--- src/rtl/tce_pkg.sv ---
// ----------------------------------------------------------------------------
// tce_pkg
// Shared constants, types and state codes of the transitive closure engine.
// ----------------------------------------------------------------------------
package tce_pkg;

  // Node count of the graph; rows and result count are capped at 16
  localparam int NODES     = 16;
  localparam int MAX_ROWS  = 16;
  localparam int EFF_NODES = (NODES < MAX_ROWS) ? NODES : MAX_ROWS;
  localparam int ROW_W     = EFF_NODES;
  localparam int IDX_W     = (EFF_NODES > 1) ? $clog2(EFF_NODES) : 1;

  // Fixed port widths
  localparam int IN_DATA_W  = 16;
  localparam int OUT_IDX_W  = 4;
  localparam int OUT_ROW_W  = 16;
  localparam int OUT_DATA_W = 24;

  localparam logic [IDX_W-1:0] LAST_IDX = IDX_W'(EFF_NODES - 1);

  typedef logic [ROW_W-1:0]                 row_t;
  typedef row_t [EFF_NODES-1:0]             rows_t;

  typedef enum logic [1:0] {
    ST_LOAD  = 2'd0,
    ST_CLOSE = 2'd1,
    ST_EMIT  = 2'd2
  } state_t;

  // Broadcast from the sequencer to every lane during a closure step
  typedef struct packed {
    logic             close_en;
    logic [IDX_W-1:0] k;
    row_t             pivot;
  } lane_ctrl_t;

endpackage

--- src/rtl/tce_lane.sv ---
// ----------------------------------------------------------------------------
// tce_lane
// One matrix row: loads its adjacency row, then ORs in the pivot row on
// every closure step whose pivot bit it has set.
// ----------------------------------------------------------------------------
module tce_lane (
  input  logic                clk,
  input  logic                wr_en,
  input  tce_pkg::row_t       wr_data,
  input  tce_pkg::lane_ctrl_t ctrl,
  output tce_pkg::row_t       row
);
  import tce_pkg::*;

  row_t row_r;
  row_t row_nxt;

  always_comb begin
    row_nxt = row_r;
    if (wr_en) begin
      row_nxt = wr_data;
    end else if (ctrl.close_en && row_r[ctrl.k]) begin
      row_nxt = row_r | ctrl.pivot;
    end
  end

  always_ff @(posedge clk) begin
    row_r <= row_nxt;
  end

  assign row = row_r;

endmodule

--- src/rtl/tce_merge.sv ---
// ----------------------------------------------------------------------------
// tce_merge
// Gathers the lane rows: picks the pivot row during closure and the
// outgoing row during emit.
// ----------------------------------------------------------------------------
module tce_merge (
  input  tce_pkg::rows_t              rows,
  input  logic [tce_pkg::IDX_W-1:0]   sel,
  output tce_pkg::row_t               row
);
  import tce_pkg::*;

  always_comb begin
    row = '0;
    for (int i = 0; i < EFF_NODES; i++) begin
      if (sel == IDX_W'(i)) begin
        row = rows[i];
      end
    end
  end

endmodule

--- src/rtl/transitive_closure_engine.sv ---
// ----------------------------------------------------------------------------
// transitive_closure_engine
// Warshall transitive closure of a 16-node boolean graph, row-parallel lanes.
// ----------------------------------------------------------------------------
// Send the adjacency matrix one row per input word, row 0 first; bits beyond
// the node count are dropped. The block stores one row per lane. After the
// last row it runs one closure step per node (step k: every lane whose bit k
// is set ORs in row k, all lanes at once), then emits the closed rows in
// order on the output stream, each word tagged with its row index, with
// tlast on the final row. The closure runs one pivot step per cycle.
// Input is held off while closing and emitting; the output word sits in
// a register, so the next matrix may start loading while the final row
// still waits to be taken.
module transitive_closure_engine (
  input  logic                              clk,
  input  logic                              rst_n,
  // in_tdata: [15:0] row_bits
  input  logic                              in_tvalid,
  output logic                              in_tready,
  input  logic [tce_pkg::IN_DATA_W-1:0]     in_tdata,
  // out_tdata: [3:0] row_index, [19:4] closure_bits, [23:20] zero
  // out_tlast: last_row
  output logic                              out_tvalid,
  input  logic                              out_tready,
  output logic [tce_pkg::OUT_DATA_W-1:0]    out_tdata,
  output logic                              out_tlast
);
  import tce_pkg::*;

  // Sequencer state; cnt_r is load row, pivot k or emit row by state
  state_t           state_r, state_nxt;
  logic [IDX_W-1:0] cnt_r, cnt_nxt;

  // Output word register
  logic                 out_valid_r, out_valid_nxt;
  logic [OUT_IDX_W-1:0] out_idx_r;
  logic [OUT_ROW_W-1:0] out_row_r;
  logic                 out_last_r;

  logic       in_fire;
  logic       out_load;   // out register free for a new word
  logic       emit_word;
  rows_t      rows;
  row_t       sel_row;
  lane_ctrl_t ctrl;
  row_t       wr_data;

  assign in_fire   = in_tvalid && in_tready;
  assign out_load  = !out_valid_r || out_tready;
  assign wr_data   = in_tdata[ROW_W-1:0];

  // Next state
  always_comb begin
    state_nxt = state_r;
    cnt_nxt   = cnt_r;
    unique case (state_r)
      ST_LOAD: begin
        if (in_fire) begin
          if (cnt_r == LAST_IDX) begin
            state_nxt = ST_CLOSE;
            cnt_nxt   = '0;
          end else begin
            cnt_nxt = cnt_r + 1'b1;
          end
        end
      end
      ST_CLOSE: begin
        if (cnt_r == LAST_IDX) begin
          state_nxt = ST_EMIT;
          cnt_nxt   = '0;
        end else begin
          cnt_nxt = cnt_r + 1'b1;
        end
      end
      ST_EMIT: begin
        if (out_load) begin
          if (cnt_r == LAST_IDX) begin
            state_nxt = ST_LOAD;
            cnt_nxt   = '0;
          end else begin
            cnt_nxt = cnt_r + 1'b1;
          end
        end
      end
      default: begin
        state_nxt = ST_LOAD;
        cnt_nxt   = '0;
      end
    endcase
  end

  // Outputs of the sequencer
  always_comb begin
    in_tready     = 1'b0;
    emit_word     = 1'b0;
    ctrl.close_en = 1'b0;
    ctrl.k        = cnt_r;
    ctrl.pivot    = sel_row;
    unique case (state_r)
      ST_LOAD:  in_tready     = 1'b1;
      ST_CLOSE: ctrl.close_en = 1'b1;
      ST_EMIT:  emit_word     = out_load;
      default:  in_tready     = 1'b0;
    endcase
  end

  // Row lanes
  for (genvar i = 0; i < EFF_NODES; i++) begin : g_lane
    tce_lane u_lane (
      .clk     (clk),
      .wr_en   (in_fire && (cnt_r == IDX_W'(i))),
      .wr_data (wr_data),
      .ctrl    (ctrl),
      .row     (rows[i])
    );
  end

  // Pivot / emit row select
  tce_merge u_merge (
    .rows (rows),
    .sel  (cnt_r),
    .row  (sel_row)
  );

  always_comb begin
    out_valid_nxt = out_valid_r;
    if (emit_word) begin
      out_valid_nxt = 1'b1;
    end else if (out_tready) begin
      out_valid_nxt = 1'b0;
    end
  end

  always_ff @(posedge clk) begin
    if (!rst_n) begin
      state_r     <= ST_LOAD;
      cnt_r       <= '0;
      out_valid_r <= 1'b0;
    end else begin
      state_r     <= state_nxt;
      cnt_r       <= cnt_nxt;
      out_valid_r <= out_valid_nxt;
    end
  end

  // Payload, no reset
  always_ff @(posedge clk) begin
    if (emit_word) begin
      out_idx_r  <= OUT_IDX_W'(cnt_r);
      out_row_r  <= OUT_ROW_W'(sel_row);
      out_last_r <= (cnt_r == LAST_IDX);
    end
  end

  assign out_tvalid = out_valid_r;
  assign out_tdata  = {{(OUT_DATA_W - OUT_ROW_W - OUT_IDX_W){1'b0}}, out_row_r, out_idx_r};
  assign out_tlast  = out_last_r;

endmodule

--- config.mk ---
export PLATFORM = sky130hd
export DESIGN_NAME = transitive_closure_engine
export DESIGN_NICKNAME = d
export VERILOG_FILES = /design/src/rtl/tce_pkg.sv /design/src/rtl/tce_lane.sv /design/src/rtl/tce_merge.sv /design/src/rtl/transitive_closure_engine.sv
export SDC_FILE = /design/constraint.sdc
export NUM_CORES = 1
export LEC_CHECK = 0
export BUFFER_PORTS_ARGS = -buffer_cell sky130_fd_sc_hd__buf_2
export CORE_MARGIN = 4
export CORE_UTILIZATION = 61
export CTS_CLUSTER_DIAMETER = 40
export CTS_CLUSTER_SIZE = 30
export DETAILED_ROUTE_END_ITERATION = 16
export PLACE_DENSITY = 0.78
export SETUP_SLACK_MARGIN = 0.1
export SLEW_MARGIN = 10
export SYNTH_ARGS = -nofsm -noshare
export SYNTH_HDL_FRONTEND = slang
export SYNTH_HIERARCHICAL = 1
export SYNTH_SLANG_ARGS = --single-unit
export TNS_END_PERCENT = 20
--- constraint.sdc ---
create_clock -name clk -period 9.1 [get_ports clk]
set_input_delay 1.82 -clock clk [delete_from_list [all_inputs] [get_ports clk]]
set_output_delay 1.82 -clock clk [all_outputs]
set_load 0.02 [all_outputs]
==> results of run 1 <==
[kinds of logic (layout without fill, tap and decap cells)]
kind of cell	after synthesis	in the layout	synth area share
fa+ha+maj	4	4	0.00282
simple gates	778	778	0.194
flops	284	284	0.476
compound gates	479	479	0.161
buf+inv	136	204	0.0382
other cells	1	4	0.000211
mux	133	133	0.127
[stage by stage]
step / std cells / area, sq um / power (mW)
after floorplan: 1818 / 17800 / 1.78
after global placement: 2195 / 18600 / 1.98
after detailed placement: 2195 / 18600 / 1.99
after CTS: 2270 / 20000 / 3.60
after global routing: 2270 / 20000 / 3.70
final: 2270 / 20000 / 3.62
[tightest hold or removal path: stages, from the launching register on]
cell and delay [ps]:
dfxtp_1 340, nand2b_1 90, a21oi_1 70
[area by class of cell]
type | count | share of cell area
Timing Repair Buffer | 90 | 0.0298
Clock inverter | 32 | 0.0172
Tap cell | 384 | 0.0240
Multi-Input combinational cell | 1398 | 0.444
Clock buffer | 43 | 0.0539
Sequential cell | 284 | 0.424
Inverter | 39 | 0.00733
[how the worst max path moves through the flow]
stage                                                endpoint  slack, ps  depth (start not counted)
after detailed placement  g_lane[13].u_lane/row[14]$_DFFE_PP_       4480                          7
after floorplan             g_lane[0].u_lane/row[0]$_DFFE_PP_       4310                          3
after CTS                  g_lane[9].u_lane/row[13]$_DFFE_PP_       4860                          9
after global routing       g_lane[12].u_lane/row[9]$_DFFE_PP_       4610                          8
after global placement     g_lane[4].u_lane/row[15]$_DFFE_PP_       4540                          7
final                     g_lane[12].u_lane/row[10]$_DFFE_PP_       4600                          8
[synthesized netlist by cell type (all sizes together) (29+ instances only)]
cell | instances | area [sq um]
a22oi | 32 | 240
buf | 45 | 337
clkbuf | 52 | 195
edfxtp | 277 | 8320
inv | 39 | 146
mux2 | 31 | 349
mux2i | 45 | 450
mux4 | 57 | 1460
nand2 | 308 | 1160
nand2b | 47 | 302
nor2 | 316 | 1190
o21ai | 301 | 1510
o22ai | 29 | 181
[power by group]
group | switching [mW] | internal [mW]
Clock | 0.654 | 0.973
Combinational | 0.355 | 0.148
Sequential | 0.0242 | 1.47
[sequential cells by signal, summed over array words and instances, names as in the netlist]
register           flops
cnt_r                  4
g_lane.u_lane/row    256
out_idx_r              4
out_row_r             16
out_tlast              1
out_tvalid             1
state_r                2
[per-layer routing]
| metal | track usage | vias up | share of wire |
|---|---|---|---|
| met4 | 0.215 | 2 | 0.074 |
| met2 | 0.581 | 1529 | 0.43 |
| li1 | - | 6790 | - |
| met3 | 0.0854 | 326 | 0.15 |
| met5 | 0 | - | 0.00021 |
| met1 | 0.533 | 7637 | 0.34 |
==> results.md, run 1 <==
* Yosys reg bits at 284
* Seq/Total Area, Yosys at 0.476
* Unique masters post-synth at 73
* CP delay by family, top: compound AO/OA/AOI/OAI gates
* Clk slew on worst S/H paths at 70 ps
* GRT overflow at 0
* Nets@finish at 1,878
* Part of the cycle the worst path needs at 0.494
* Setup CP Type: flop to flop
* HP Class: flop to flop
* Final setup fails at 0
* Worst setup SP type: flop
* Crit path max fanout at 66
* Unrepaired setup endpoints after global routing: false
* Setup Skew at 26.8 ps
* Final hold slack at 551 ps
* Yosys warns at 6
* Synthesized area per cell at 9.78 sq um
* CTS tree: yes
* Pin count of the biggest net entering global routing at 145
* CTS root buffer: clkbuf_16
* Layout fillers at 2,115
* R2r startpoint: cnt_r[1]$_SDFFE_PN0P_
* Commonest non-fill, non-tap cell in the layout: nand2_1
* Ys flop type: edfxtp_1
* Starting Density at 0.619
* Worst setup EP type: flop
* Post-layout min period at 4500 ps
* Mapped Area at 17,800 sq um
* Hold path startpoint: out_tvalid$_SDFFE_PN0P_
* Clk_lat worst skew at 530 ps
* Max frequency at 222 MHz
* HPWL after detailed placement at 39,100 um
* Hold path endpoint: out_tvalid$_SDFFE_PN0P_
* Static leakage at 6.27 nW
* Max rail drop VDD at 151 uV
* CP max stage cell: a21oi_4
* Hold depth at 2
* Post-CTS Hold Buffers at 0
* PortBufs at 42
* Worst stage delay on the critical path at 840 ps
* Power per standard cell area at 181 nW/um^2
* DIE HEIGHT at 179 um
* R2R Path End: g_lane[12].u_lane/row[10]$_DFFE_PP_
* Critical path cell sequence: buf_4, buf_4, nor2_1, a211oi_1, o211ai_1, a21oi_4, nor2_1, o21ai_0
* Crit path required time at 9440 ps
* CTS sink cnt at 284
* Worst-margin pin slew at 1240 ps
* Num CTS Buffers at 41
* Worst slack at placement at 4480 ps
* Synth async-reset ratio at 0
* Layout area overhead at 12.6%
* PostCTS Resize Cnt at 0
* Worst setup margin at 4600 ps
* Gr usage total at 0.389
* Reg area at 8470 sq um
* Slew headroom at 0.169
* Worst Setup SP: cnt_r[1]$_SDFFE_PN0P_
* Drt initial violations at 3,215
* Antenna cells at 0
* Fin. max-slew vios at 0
* Worst path buffer plus inverter count at 2
* Drt wl/cell at 27.8 um
* R2R setup slack at 4600 ps
* Final ANT Viol Nets at 0
* Core ar. at 28,700 sq um
* Hold Fails Final Rpt at 0
* Drt total wl at 63,000 um
* Proportion of layout cells with a drive suffix above 1 at 0.141
* Io pins at 47
* Syn Inst Count at 1,815
* Vias after detailed routing at 16.3k
* Die Width at 179 um
* Htree depth at 2
* Initial antenna violation count at 1
* First-pass GRT wire length at 91,900 um
* Post-synth EDFFs at 277
* Worst r2r path cells at 8
* Outcome: complete, no violations
* Die footprint at 31,900 sq um
* Rows at 62
* Multi-input gate area at 8870 sq um
* Commonest non-fill, non-tap cells in the layout: nand2_1 (307), nor2_1 (304), o21ai_0 (291), edfxtp_1 (277), mux4_1 (48)
* Post-Route Utilization at 0.696
* Clock buffer depth at 3
* Post-CTS setup buffers at 0
* DRT Pass-1 Iters at 7
* Residual DRC count at 0
* Vias in the first global route at 14.8k
* Max Cap Viol at 0
* GPL Wtd Cong at 1.03
* Vias per cell at 7.17
* Fin Setup TNS at 0 ps
* Arr. time, crit path at 4840 ps
Note: power is estimated with default switching activity, not from simulation.
==> run 2, diff against run 1 <==
ABC_AREA = 1   (was default)
clock period = 4.6 ns   (was 9.1 ns; I/O delays follow)
==> results.md, run 2 <==
* Io pins at 47
* Arr. time, crit path at 4300 ps
* Worst-margin pin slew at 1150 ps
* Vias after detailed routing at 18.8k
* HP Class: flop to flop
* Crit path max fanout at 56
* Fin. max-slew vios at 0
* Power per standard cell area at 373 nW/um^2
* Psw at 2.32 mW
* Worst setup SP type: flop
* Most numerous cell on the critical path: nand2_1
* Htree depth at 2
* Fin Setup TNS at 0 ps
* Post-layout min period at 4000 ps
* Drt initial violations at 2,984
* Post-CTS Hold Buffers at 0
* Commonest non-fill, non-tap cells in the layout: nand2_1 (1,095), inv_1 (316), edfxtp_1 (277), nand3_1 (231), o21ai_1 (228)
* Yosys reg bits at 284
* Clock buffer depth at 3
* Setup CP Type: flop to flop
* Clock power frac at 0.449
* Hold Fails Final Rpt at 0
* GPL Wtd Cong at 0.996
* Synthesized area per cell at 7.19 sq um
* Top post-synthesis cells by area: edfxtp_1 (45%), nand2_1 (22%), inv_1 (6.4%), nand3_1 (6.3%), o21ai_1 (6.2%)
* R2r startpoint: cnt_r[1]$_SDFFE_PN0P_
* Seq/Total Area, Yosys at 0.459
* Worst path buffer plus inverter count at 2
* CP Depth at 12
* Final hold slack at 585 ps
* Reg area at 8470 sq um
* Vias per cell at 6.15
* Slew headroom at 0.234
* Crit path required time at 4900 ps
* R2R Path End: g_lane[2].u_lane/row[12]$_DFFE_PP_
* Unique masters post-synth at 32
* Worst stage delay on the critical path at 820 ps
* Commonest cells in the synthesized netlist: nand2_1 (1,095), inv_1 (316), edfxtp_1 (277)
* Gr usage total at 0.405
* Gate power share at 0.162
* PostCTS Resize Cnt at 0
* Critical path cell sequence: nor2_2, nand2_1, clkinv_1, nand2_1, nand4_1, nor2_1, nand3_1, nand2_1, nand4_1, buf_4, o21ai_1, nand2_1
* Commonest non-fill, non-tap cell in the layout: nand2_1
* Part of the power in registers at 0.389
* CTS sink cnt at 284
* Syn Inst Count at 2,563
* HPWL after detailed placement at 43,800 um
* Worst setup EP type: flop
* GRT overflow at 0
* Proportion of layout cells with a drive suffix above 1 at 0.108
* Drt total wl at 68,100 um
* DIE HEIGHT at 182 um
* Switching share of total power at 0.303
* Die footprint at 33,000 sq um
* Area leader, netlist: edfxtp_1
* Multi-input gate area at 8010 sq um
* Ys flop type: edfxtp_1
* Layout fillers at 2,503
* Starting Density at 0.620
* Yosys warns at 6
* Nets@finish at 2,645
* Post-synth EDFFs at 277
* Pin count of the biggest net entering global routing at 73
* Post-CTS setup buffers at 0
* Part of the cycle the worst path needs at 0.870
* CTS tree: yes
* Power Total at 7.66 mW
* CP max stage cell: dfxtp_4
* Num CTS Buffers at 46
* Post-Route Utilization at 0.691
* Max reg flops at 256
* Internal cell power at 5.34 mW
* Layout area overhead at 11.5%
* Setup Skew at 23.5 ps
* R2R setup slack at 600 ps
* CTS root buffer: clkbuf_16
* PortBufs at 42
* Drt wl/cell at 22.3 um
* DRT Pass-1 Iters at 8
* First-pass GRT wire length at 103,000 um
* Count leader, synth: nand2_1
* Outcome: complete, no violations
* Final setup fails at 0
* Max Cap Viol at 0
* Clk_lat worst skew at 560 ps
* Clk slew on worst S/H paths at 50 ps
* Max rail drop VDD at 334 uV
* Vias in the first global route at 17.7k
* Rows at 63
* Hold depth at 2
* Static leakage at 8.72 nW
* Unrepaired setup endpoints after global routing: false
* Post-synth top area share at 0.451
* Core ar. at 29,700 sq um
* Residual DRC count at 0
* Antenna cells at 0
* Final ANT Viol Nets at 0
* Initial antenna violation count at 0
* Worst r2r path cells at 12
* Worst Setup SP: cnt_r[1]$_SDFFE_PN0P_
* Die Width at 182 um
* Synth async-reset ratio at 0
* Max frequency at 250 MHz
* CP delay by family, top: simple AND/OR/NAND/NOR gates
* CP endpoint: g_lane[2].u_lane/row[12]$_DFFE_PP_
* Mapped Area at 18,400 sq um
## run 2: worst register-to-register path: cells and delay by family, from the launching register on
kind                   cells  cell delay, ps
AOI/OAI and AO/OA          1             180
buffers and inverters      2             830
DFF                        1             820
and+or+nand+nor            9            1930
## run 2: stage by stage
step                      setup slack [ps]  std cells  cell area, sq um
after floorplan                        675       2566             18400
after detailed placement               848       2963             19000
after global placement                 870       2963             19000
after CTS                              775       3048             20500
final                                  598       3048             20500
after global routing                   549       3048             20500
## run 2: worst min-delay path by stage
stage                                       startpoint                            endpoint
finish              g_lane[15].u_lane/row[1]$_DFFE_PP_  g_lane[15].u_lane/row[1]$_DFFE_PP_
global route        g_lane[0].u_lane/row[10]$_DFFE_PP_  g_lane[0].u_lane/row[10]$_DFFE_PP_
CTS                 g_lane[7].u_lane/row[10]$_DFFE_PP_  g_lane[7].u_lane/row[10]$_DFFE_PP_
detailed placement  g_lane[7].u_lane/row[10]$_DFFE_PP_  g_lane[7].u_lane/row[10]$_DFFE_PP_
global placement     g_lane[8].u_lane/row[1]$_DFFE_PP_   g_lane[8].u_lane/row[1]$_DFFE_PP_
floorplan            g_lane[8].u_lane/row[9]$_DFFE_PP_   g_lane[8].u_lane/row[9]$_DFFE_PP_
## run 2: power by group through the flow
stage / Combinational [mW] / Sequential (mW) / Clock [mW]
after floorplan: 0.676 / 3.01 / 0
after global placement: 1.15 / 3.03 / 0
after detailed placement: 1.18 / 3.03 / 0
after CTS: 1.18 / 2.98 / 3.45
after global routing: 1.30 / 2.98 / 3.58
final: 1.24 / 2.98 / 3.44
## run 2: cell type report
type	instances	share of cell area
clock buffers	51	0.0585
repair buffers	93	0.0295
multi-input cells	1842	0.390
well taps	390	0.0238
flip-flops and latches	284	0.412
clock inverters	34	0.0157
inverters	354	0.0705
## run 2: per-layer routing
metal  global-route usage  part of all wire  vias to the layer above
li1                     -                 -                     8366
met1                0.539              0.36                     8516
met2                0.596              0.43                     1516
met3                0.102              0.14                      354
met4                0.248             0.078                        0
met5                    0                 0                        -
## run 2: cells by family after synthesis
logic type / count (synthesis) / synth area share
buffers and inverters: 440 / 0.108
other: 1 / 0.000204
adders and majority gates: 4 / 0.00272
AOI/OAI and AO/OA: 285 / 0.0779
DFF: 284 / 0.459
and+or+nand+nor: 1549 / 0.353
